<file path="src/design/calendar_seconds_clock_defines.svh">
// assertion macros for the calendar seconds clock
// used by the top level only, no other dependencies
`ifndef CALENDAR_SECONDS_CLOCK_DEFINES_SVH
`define CALENDAR_SECONDS_CLOCK_DEFINES_SVH
`ifndef SYNTHESIS
`define CSC_ASSERT_IMPL(label, clk, rst_n, ante, cons) \
    label: assert property (@(posedge clk) disable iff (!(rst_n)) (ante) |-> (cons)) \
        else $error("csc assertion failed");
`define CSC_ASSERT_NEXT(label, clk, rst_n, ante, cons) \
    label: assert property (@(posedge clk) disable iff (!(rst_n)) (ante) |=> (cons)) \
        else $error("csc assertion failed");
`else
`define CSC_ASSERT_IMPL(label, clk, rst_n, ante, cons)
`define CSC_ASSERT_NEXT(label, clk, rst_n, ante, cons)
`endif
`endif

</file>
<file path="src/design/csc_pkg.sv">
// shared types, constants and the month length table for the calendar clock
// no dependencies
package csc_pkg;

    localparam int CSC_QUEUE_DEPTH = 4;

    localparam logic [3:0] MONTH_FIRST = 4'd1;
    localparam logic [3:0] MONTH_LAST  = 4'd12;
    localparam logic [4:0] DAY_FIRST   = 5'd1;
    localparam logic [4:0] HOUR_LAST   = 5'd23;
    localparam logic [5:0] MINUTE_LAST = 6'd59;
    localparam logic [5:0] SECOND_LAST = 6'd59;

    typedef struct packed {
        logic       mode;
        logic [3:0] set_month;
        logic [4:0] set_day;
        logic [4:0] set_hour;
        logic [5:0] set_minute;
        logic [5:0] set_second;
    } csc_in_t;

    typedef struct packed {
        logic [3:0] month;
        logic [4:0] day;
        logic [4:0] hour;
        logic [5:0] minute;
        logic [5:0] second;
        logic       load_error;
    } csc_out_t;

    typedef enum logic [1:0] {
        OP_TICK   = 2'd0,
        OP_LOAD   = 2'd1,
        OP_REJECT = 2'd2
    } csc_op_t;

    // classified command as it sits in the queue
    typedef struct packed {
        csc_op_t    op;
        logic [3:0] month;
        logic [4:0] day;
        logic [4:0] hour;
        logic [5:0] minute;
        logic [5:0] second;
    } csc_cmd_t;

    typedef struct packed {
        logic not_empty;
        logic full;
    } csc_q_status_t;

    // zero for codes that are not a month
    function automatic logic [4:0] days_in_month(input logic [3:0] month);
        logic [4:0] days;
        case (month)
            4'd1:    days = 5'd31;
            4'd2:    days = 5'd28;
            4'd3:    days = 5'd31;
            4'd4:    days = 5'd30;
            4'd5:    days = 5'd31;
            4'd6:    days = 5'd30;
            4'd7:    days = 5'd31;
            4'd8:    days = 5'd31;
            4'd9:    days = 5'd30;
            4'd10:   days = 5'd31;
            4'd11:   days = 5'd30;
            4'd12:   days = 5'd31;
            default: days = 5'd0;
        endcase
        return days;
    endfunction

endpackage

</file>
<file path="src/design/csc_front.sv">
// front end: takes input beats and classifies them as tick, load or rejected load
// depends on csc_pkg
module csc_front
    import csc_pkg::*;
(
    input  logic          s_valid,
    output logic          s_ready,
    input  csc_in_t       s_data,
    input  csc_q_status_t q_status,
    output logic          push,
    output csc_cmd_t      push_cmd
);

    logic load_ok;

    assign s_ready = !q_status.full;
    assign push    = s_valid && s_ready;

    always_comb begin
        load_ok = (s_data.set_month >= MONTH_FIRST) && (s_data.set_month <= MONTH_LAST)
               && (s_data.set_day >= DAY_FIRST)
               && (s_data.set_day <= days_in_month(s_data.set_month))
               && (s_data.set_hour <= HOUR_LAST)
               && (s_data.set_minute <= MINUTE_LAST)
               && (s_data.set_second <= SECOND_LAST);

        push_cmd.month  = s_data.set_month;
        push_cmd.day    = s_data.set_day;
        push_cmd.hour   = s_data.set_hour;
        push_cmd.minute = s_data.set_minute;
        push_cmd.second = s_data.set_second;
        if (!s_data.mode) begin
            push_cmd.op = OP_TICK;
        end else if (load_ok) begin
            push_cmd.op = OP_LOAD;
        end else begin
            push_cmd.op = OP_REJECT;
        end
    end

endmodule

</file>
<file path="src/design/csc_queue.sv">
// small command queue between front and back, flop based
// depends on csc_pkg
module csc_queue
    import csc_pkg::*;
#(
    parameter int DEPTH = CSC_QUEUE_DEPTH
) (
    input  logic          aclk,
    input  logic          aresetn,
    input  logic          push,
    input  csc_cmd_t      push_cmd,
    input  logic          pop,
    output csc_cmd_t      pop_cmd,
    output csc_q_status_t status
);

    localparam int PTR_W   = (DEPTH > 1) ? $clog2(DEPTH) : 1;
    localparam int COUNT_W = $clog2(DEPTH + 1);
    localparam logic [PTR_W-1:0]   PTR_LAST = PTR_W'(DEPTH - 1);
    localparam logic [COUNT_W-1:0] COUNT_FULL = COUNT_W'(DEPTH);

    csc_cmd_t           mem_reg [DEPTH];
    logic [PTR_W-1:0]   wr_ptr_reg, wr_ptr_next;
    logic [PTR_W-1:0]   rd_ptr_reg, rd_ptr_next;
    logic [COUNT_W-1:0] count_reg, count_next;

    assign status.full      = (count_reg == COUNT_FULL);
    assign status.not_empty = (count_reg != '0);
    assign pop_cmd          = mem_reg[rd_ptr_reg];

    always_comb begin
        wr_ptr_next = wr_ptr_reg;
        rd_ptr_next = rd_ptr_reg;
        count_next  = count_reg;
        if (push) begin
            wr_ptr_next = (wr_ptr_reg == PTR_LAST) ? '0 : wr_ptr_reg + 1'b1;
        end
        if (pop) begin
            rd_ptr_next = (rd_ptr_reg == PTR_LAST) ? '0 : rd_ptr_reg + 1'b1;
        end
        if (push && !pop) begin
            count_next = count_reg + 1'b1;
        end else if (pop && !push) begin
            count_next = count_reg - 1'b1;
        end
    end

    always_ff @(posedge aclk) begin
        if (!aresetn) begin
            wr_ptr_reg <= '0;
            rd_ptr_reg <= '0;
            count_reg  <= '0;
        end else begin
            wr_ptr_reg <= wr_ptr_next;
            rd_ptr_reg <= rd_ptr_next;
            count_reg  <= count_next;
        end
    end

    always_ff @(posedge aclk) begin
        if (push) begin
            mem_reg[wr_ptr_reg] <= push_cmd;
        end
    end

endmodule

</file>
<file path="src/design/csc_back.sv">
// back end: holds the time of year as calendar counters, applies commands,
// and registers each result beat; depends on csc_pkg
module csc_back
    import csc_pkg::*;
(
    input  logic          aclk,
    input  logic          aresetn,
    input  csc_q_status_t q_status,
    input  csc_cmd_t      pop_cmd,
    output logic          pop,
    output logic          m_valid,
    input  logic          m_ready,
    output csc_out_t      m_data
);

    // the seconds count is kept in mixed radix, so no division is needed
    logic [3:0] month_reg,  month_next;
    logic [4:0] day_reg,    day_next;
    logic [4:0] hour_reg,   hour_next;
    logic [5:0] minute_reg, minute_next;
    logic [5:0] second_reg, second_next;
    logic       m_valid_reg, m_valid_next;
    csc_out_t   m_data_reg, m_data_next;

    assign pop     = q_status.not_empty && (!m_valid_reg || m_ready);
    assign m_valid = m_valid_reg;
    assign m_data  = m_data_reg;

    always_comb begin
        month_next  = month_reg;
        day_next    = day_reg;
        hour_next   = hour_reg;
        minute_next = minute_reg;
        second_next = second_reg;
        if (pop) begin
            case (pop_cmd.op)
                OP_TICK: begin
                    if (second_reg != SECOND_LAST) begin
                        second_next = second_reg + 1'b1;
                    end else begin
                        second_next = '0;
                        if (minute_reg != MINUTE_LAST) begin
                            minute_next = minute_reg + 1'b1;
                        end else begin
                            minute_next = '0;
                            if (hour_reg != HOUR_LAST) begin
                                hour_next = hour_reg + 1'b1;
                            end else begin
                                hour_next = '0;
                                if (day_reg != days_in_month(month_reg)) begin
                                    day_next = day_reg + 1'b1;
                                end else begin
                                    day_next = DAY_FIRST;
                                    // year wrap after december 31
                                    month_next = (month_reg == MONTH_LAST) ? MONTH_FIRST
                                                                            : month_reg + 1'b1;
                                end
                            end
                        end
                    end
                end
                OP_LOAD: begin
                    month_next  = pop_cmd.month;
                    day_next    = pop_cmd.day;
                    hour_next   = pop_cmd.hour;
                    minute_next = pop_cmd.minute;
                    second_next = pop_cmd.second;
                end
                default: begin
                end
            endcase
        end

        m_data_next            = m_data_reg;
        m_valid_next           = m_valid_reg;
        if (pop) begin
            m_valid_next           = 1'b1;
            m_data_next.month      = month_next;
            m_data_next.day        = day_next;
            m_data_next.hour       = hour_next;
            m_data_next.minute     = minute_next;
            m_data_next.second     = second_next;
            m_data_next.load_error = (pop_cmd.op == OP_REJECT);
        end else if (m_ready) begin
            m_valid_next = 1'b0;
        end
    end

    always_ff @(posedge aclk) begin
        if (!aresetn) begin
            month_reg   <= MONTH_FIRST;
            day_reg     <= DAY_FIRST;
            hour_reg    <= '0;
            minute_reg  <= '0;
            second_reg  <= '0;
            m_valid_reg <= 1'b0;
        end else begin
            month_reg   <= month_next;
            day_reg     <= day_next;
            hour_reg    <= hour_next;
            minute_reg  <= minute_next;
            second_reg  <= second_next;
            m_valid_reg <= m_valid_next;
        end
    end

    always_ff @(posedge aclk) begin
        m_data_reg <= m_data_next;
    end

endmodule

</file>
<file path="src/design/calendar_seconds_clock.sv">
// top level of the calendar seconds clock: front, command queue, back
// depends on csc_pkg, csc_front, csc_queue, csc_back and the defines header
//
//   channel  dir  payload     beat
//   s_       in   csc_in_t    tick or load of month, day, hour, minute, second
//   m_       out  csc_out_t   time after the update, plus load_error
//
// one beat per cycle sustained while m_ready stays high; an input beat is written into the queue
// and then goes through the calendar update into the output register
// reset gives january 1, 00:00:00 and empties queue and output, no clearing pass
// the queue holds QUEUE_DEPTH beats while m_ready is low; s_ready drops when it is full
`include "calendar_seconds_clock_defines.svh"
module calendar_seconds_clock
    import csc_pkg::*;
#(
    parameter int QUEUE_DEPTH = CSC_QUEUE_DEPTH
) (
    input  logic     aclk,
    input  logic     aresetn,
    input  logic     s_valid,
    output logic     s_ready,
    input  csc_in_t  s_data,
    output logic     m_valid,
    input  logic     m_ready,
    output csc_out_t m_data
);

    csc_q_status_t q_status;
    csc_cmd_t      push_cmd;
    csc_cmd_t      pop_cmd;
    logic          push;
    logic          pop;
    logic          out_in_range;

    csc_front u_front (
        .s_valid  (s_valid),
        .s_ready  (s_ready),
        .s_data   (s_data),
        .q_status (q_status),
        .push     (push),
        .push_cmd (push_cmd)
    );

    csc_queue #(
        .DEPTH (QUEUE_DEPTH)
    ) u_queue (
        .aclk     (aclk),
        .aresetn  (aresetn),
        .push     (push),
        .push_cmd (push_cmd),
        .pop      (pop),
        .pop_cmd  (pop_cmd),
        .status   (q_status)
    );

    csc_back u_back (
        .aclk     (aclk),
        .aresetn  (aresetn),
        .q_status (q_status),
        .pop_cmd  (pop_cmd),
        .pop      (pop),
        .m_valid  (m_valid),
        .m_ready  (m_ready),
        .m_data   (m_data)
    );

    assign out_in_range = (m_data.month >= MONTH_FIRST) && (m_data.month <= MONTH_LAST)
                       && (m_data.day >= DAY_FIRST)
                       && (m_data.day <= days_in_month(m_data.month))
                       && (m_data.hour <= HOUR_LAST)
                       && (m_data.minute <= MINUTE_LAST)
                       && (m_data.second <= SECOND_LAST);

    // a presented result is always a real calendar time
    `CSC_ASSERT_IMPL(a_out_range, aclk, aresetn, m_valid, out_in_range)
    // queued work with room at the output shows up next cycle
    `CSC_ASSERT_NEXT(a_pop_delivers, aclk, aresetn, q_status.not_empty && (!m_valid || m_ready), m_valid)
    // nothing queued and the beat taken leaves the output empty
    `CSC_ASSERT_NEXT(a_drain_empty, aclk, aresetn, !q_status.not_empty && m_ready, !m_valid)

endmodule

</file>
<file path="config.mk">
export PLATFORM = sky130hd
export DESIGN_NAME = calendar_seconds_clock
export DESIGN_NICKNAME = d
export VERILOG_FILES = /design/src/design/csc_pkg.sv /design/src/design/csc_front.sv /design/src/design/csc_queue.sv /design/src/design/csc_back.sv /design/src/design/calendar_seconds_clock.sv
export VERILOG_INCLUDE_DIRS = /design/src /design/src/design
export SDC_FILE = /design/constraint.sdc
export NUM_CORES = 1
export LEC_CHECK = 0
export BUFFER_PORTS_ARGS = -buffer_cell sky130_fd_sc_hd__buf_2
export CAP_MARGIN = 20
export CORE_UTILIZATION = 30
export CTS_BUF_LIST = sky130_fd_sc_hd__clkbuf_8 sky130_fd_sc_hd__clkbuf_16
export DETAILED_ROUTE_END_ITERATION = 12
export PLACE_DENSITY = 0.42
export SYNTH_ARGS = -nofsm -noshare
export SYNTH_HDL_FRONTEND = slang
export SYNTH_SLANG_ARGS = --single-unit
export TNS_END_PERCENT = 30
</file>
<file path="constraint.sdc">
create_clock -name aclk -period 5.1 [get_ports aclk]
set_input_delay 1.02 -clock aclk [delete_from_list [all_inputs] [get_ports aclk]]
set_output_delay 1.02 -clock aclk [all_outputs]
set_load 0.02 [all_outputs]
</file>
==> run summary <==
The maximum clock path buffer count came out at 2. The highest-delay cell along the critical path is sky130_fd_sc_hd__dfxtp_1. The hold violation total from the final report came out at 0. The type of the worst setup path is reg -> reg.

The number of setup violations in the final report is 0. Yosys mapped a number of flops with a built-in enable equal to roughly 140. The wire length of the first global-routing pass came out at about 26000 µm. The floorplan step defined a die boundary enclosing 26110 µm². The mean post-synth cell area came out at 14.66 µm². Relative to the synthesized area, the layout overhead comes to 16.48%. The overflow left after global routing is 0. The initialized floorplan defines 58 standard-cell rows. For this block, the via count after detailed routing is between 4000 and 5000. The final net count came out at 630. For the pin with the worst max-slew slack, the measured transition is approximately 0.83 ns. Clock tree synthesis inserted a total of 17 buffers. The number of gates given a new drive strength after cts came out at 0. The clock-pin slew reported for the worst setup and hold paths after clock tree synthesis is around 0.07 ns. For the worst setup path, the data required time is around 5.4 ns. The TritonCTS clock tree is yes. The sort of element at the end of the critical path is a flip-flop. The end-of-flow core utilization is 0.3544. The register with the most flip-flops in the layout has ~110 of them. The setup clock skew after layout is 0.01246 ns. The number of port buffers came out at between 50 and 60. The highest net fanout along the worst path came out at 35.

The number of nets in the synthesized netlist is 570. The post-synth design cell area came out at roughly 7600 µm². The delay of the slowest critical-path stage is approximately 0.84 ns. The number of diodes is 0. The worst endpoint data arrival time came out at 3.53 ns.

The die width is 161.6 µm. Across every metal layer, demand over resource in global routing totals 0.1356. The HPWL after detailed placement is approximately 11000 µm. The final worst-path setup slack came out at 1.867 ns. The starting density of the core came out at 0.3043. The count of mapped cells out of synthesis is 521. The die boundary height is ~160 µm. Post-CTS timing repair inserted 0 buffers for setup. In this run the worst hold path is classified as reg -> reg. The detailed router finished its first iteration with approximately 280 violations. The CTS H-tree depth is 4. The clock sink count is ~180. The weighted congestion reported at the end of routability-driven placement is ~0.74. The pre-CTS setup slack is approximately 1.5 ns.

The first detailed-routing pass took 4 iterations. The cell sitting at the root of the clock tree is a sky130_fd_sc_hd__clkbuf_16. The final total power came out at roughly 5 mW. The layout filler cell count came out at approximately 2500.

The total wirelength of the detailed-routed design came out at about 17000 µm. The sequential fraction of the synthesis area came out at 0.6485. The worst pin sits at a relative slew slack of 0.4468. The largest voltage drop on the vdd net came out at 182.0 µV.

The floorplan step defined a core boundary enclosing 25110 µm². The count of pins over their slew limit is 0. The worst setup path is launched from a flip-flop. The number of placed I/O pins is 60. The remaining number of nets flagged by the antenna check after routing came out at 0. The max-capacitance violation count came out at 0. The most used flip-flop cell after synthesis is sky130_fd_sc_hd__edfxtp_1. The share of the clock period used by the worst path came out at 0.6339.

The highest clock frequency the design can meet came out at 309.3 MHz. After detailed routing, the number of remaining DRC violations is 0. The slack of the worst reg-to-reg path is between 1.5 and 2 ns. The number of global-route vias before repair is 4523.

The total of warnings raised by yosys came out at 0. The number of storage elements in the synthesis netlist came out at between 150 and 200. Setup repair after global routing left no endpoint under its margin. In the final layout, the share of cells above drive strength 1 is 0.2508.

Hold timing on the final database bottoms out at a slack of around 0.5 ns. The insertion delay to the later sink of the worst-skew pair came out at 0.43 ns. The critical path goes through mux4_2 -> or2_0 -> a21o_4 -> nand2_4 -> a22o_1 -> nor4_1 -> o21ai_1.

The maximum number of pins on one net before global-route repair is 38. For this design, the CTS-stage hold fixing added 0 buffers. The static leakage is around 3.1 nW.

The ratio of routed vias to standard cells is about 4.8. The total negative slack for setup checks came out at 0 ns. The shortest clock period the worst path allows after layout is roughly 3.2 ns.

The number of antenna violations at the first check in global routing is 0. The power density over the cells came out at between 500 and 600 nW/µm². After detailed routing, the average wire length per cell comes to ~18 µm. The fraction of registers with async set/reset is 0. The number of distinct library cell variants in the gate-level netlist after synthesis is 65. The flow ran to the end, and the final reports show no timing, DRC or antenna violations.
-- layer usage --
layer  GRT usage  share of wire  up-vias
li1            -              -     2139
met1      0.1838           0.49     2209
met2      0.2165           0.47       82
met3     0.02876          0.031       16
met4     0.04331          0.014        0
met5           0              0        -
-- per-stage QoR --
stage               cells  area, µm²
floorplan             521       7640
global placement      892       8290
detailed placement    892       8290
CTS                   924       8899
global route          924       8899
finish                924       8899
-- cells by family (layout without fill, tap and decap cells) --
kind of cell             count (synthesis)  count (layout)  synth area share
multiplexers                            39              39           0.09777
XOR/XNOR                                 5               5          0.005732
AND/OR/NAND/NOR                        146             146            0.1047
buffers and inverters                   40             113           0.02162
flip-flops                             178             178            0.6485
adder cells (fa/ha/maj)                 18              18           0.03046
AO/OA/AOI/OAI                           95              95           0.09122
-- synth_stat cells (12+ instances only) --
master,instances,area (µm²)
sky130_fd_sc_hd__clkbuf_1,15,56.30
sky130_fd_sc_hd__o21ai_1,12,60.06
sky130_fd_sc_hd__and3_1,12,75.07
sky130_fd_sc_hd__ha_1,17,212.7
sky130_fd_sc_hd__nand2_1,36,135.1
sky130_fd_sc_hd__mux4_2,28,630.6
sky130_fd_sc_hd__o21ai_0,12,60.06
sky130_fd_sc_hd__a21oi_1,20,100.1
sky130_fd_sc_hd__edfxtp_1,139,4174
sky130_fd_sc_hd__inv_1,15,56.30
sky130_fd_sc_hd__and2_1,29,181.4
sky130_fd_sc_hd__nor2_1,16,60.06
sky130_fd_sc_hd__dfxtp_1,39,780.8
-- final cells by class --
cell class                      instances  area (µm²)  share of cell area
Tap cell                              330       412.9             0.04640
Multi-Input combinational cell        303        2525              0.2837
Sequential cell                       178        4956              0.5569
Clock buffer                           17       425.4             0.04781
Clock inverter                         15       182.7             0.02053
Inverter                               17       63.81            0.007171
Timing Repair Buffer                   64       332.8             0.03740
-- where the power goes --
group | internal [mW] | switching (mW)
combinational | 0.619 | 0.980
clock | 0.707 | 0.638
sequential | 1.92 | 0.184
total | 3.24 | 1.80
-- critical path, delay by kind of cell (launching register included) --
family / cells / cell delay (ns)
AOI/OAI and AO/OA: 3 / 0.60
and+or+nand+nor: 3 / 0.82
DFF: 1 / 0.84
muxes: 1 / 0.84
-- placed cells by master, fill, tap and decap left out, types with 7 or more instances in the layout --
cell	netlist	routed
sky130_fd_sc_hd__and3_1	12	8
sky130_fd_sc_hd__nand2_1	36	36
sky130_fd_sc_hd__a21oi_1	20	20
sky130_fd_sc_hd__clkbuf_16	0	17
sky130_fd_sc_hd__mux4_2	28	28
sky130_fd_sc_hd__nor2b_1	7	7
sky130_fd_sc_hd__edfxtp_1	139	139
sky130_fd_sc_hd__nand3_1	7	7
sky130_fd_sc_hd__a22o_1	9	9
sky130_fd_sc_hd__nand4_1	7	7
sky130_fd_sc_hd__ha_1	17	17
sky130_fd_sc_hd__o21ai_0	12	12
sky130_fd_sc_hd__dfxtp_1	39	38
sky130_fd_sc_hd__nor2_1	16	16
sky130_fd_sc_hd__buf_2	6	59
sky130_fd_sc_hd__and2_1	29	29
sky130_fd_sc_hd__inv_1	15	15
sky130_fd_sc_hd__nor3_1	9	9
sky130_fd_sc_hd__o21ai_1	12	12
-- path summary, 6_finish.rpt --
path,depth (start not counted),startpoint,end
setup / recovery,7,flip-flop,flip-flop
hold / removal,2,u_queue.rd_ptr_reg[1],flip-flop
setup reg to reg,7,flip-flop,flip-flop
hold reg to reg,2,u_queue.rd_ptr_reg[1],flip-flop
Power figures use the tool's default switching activity.
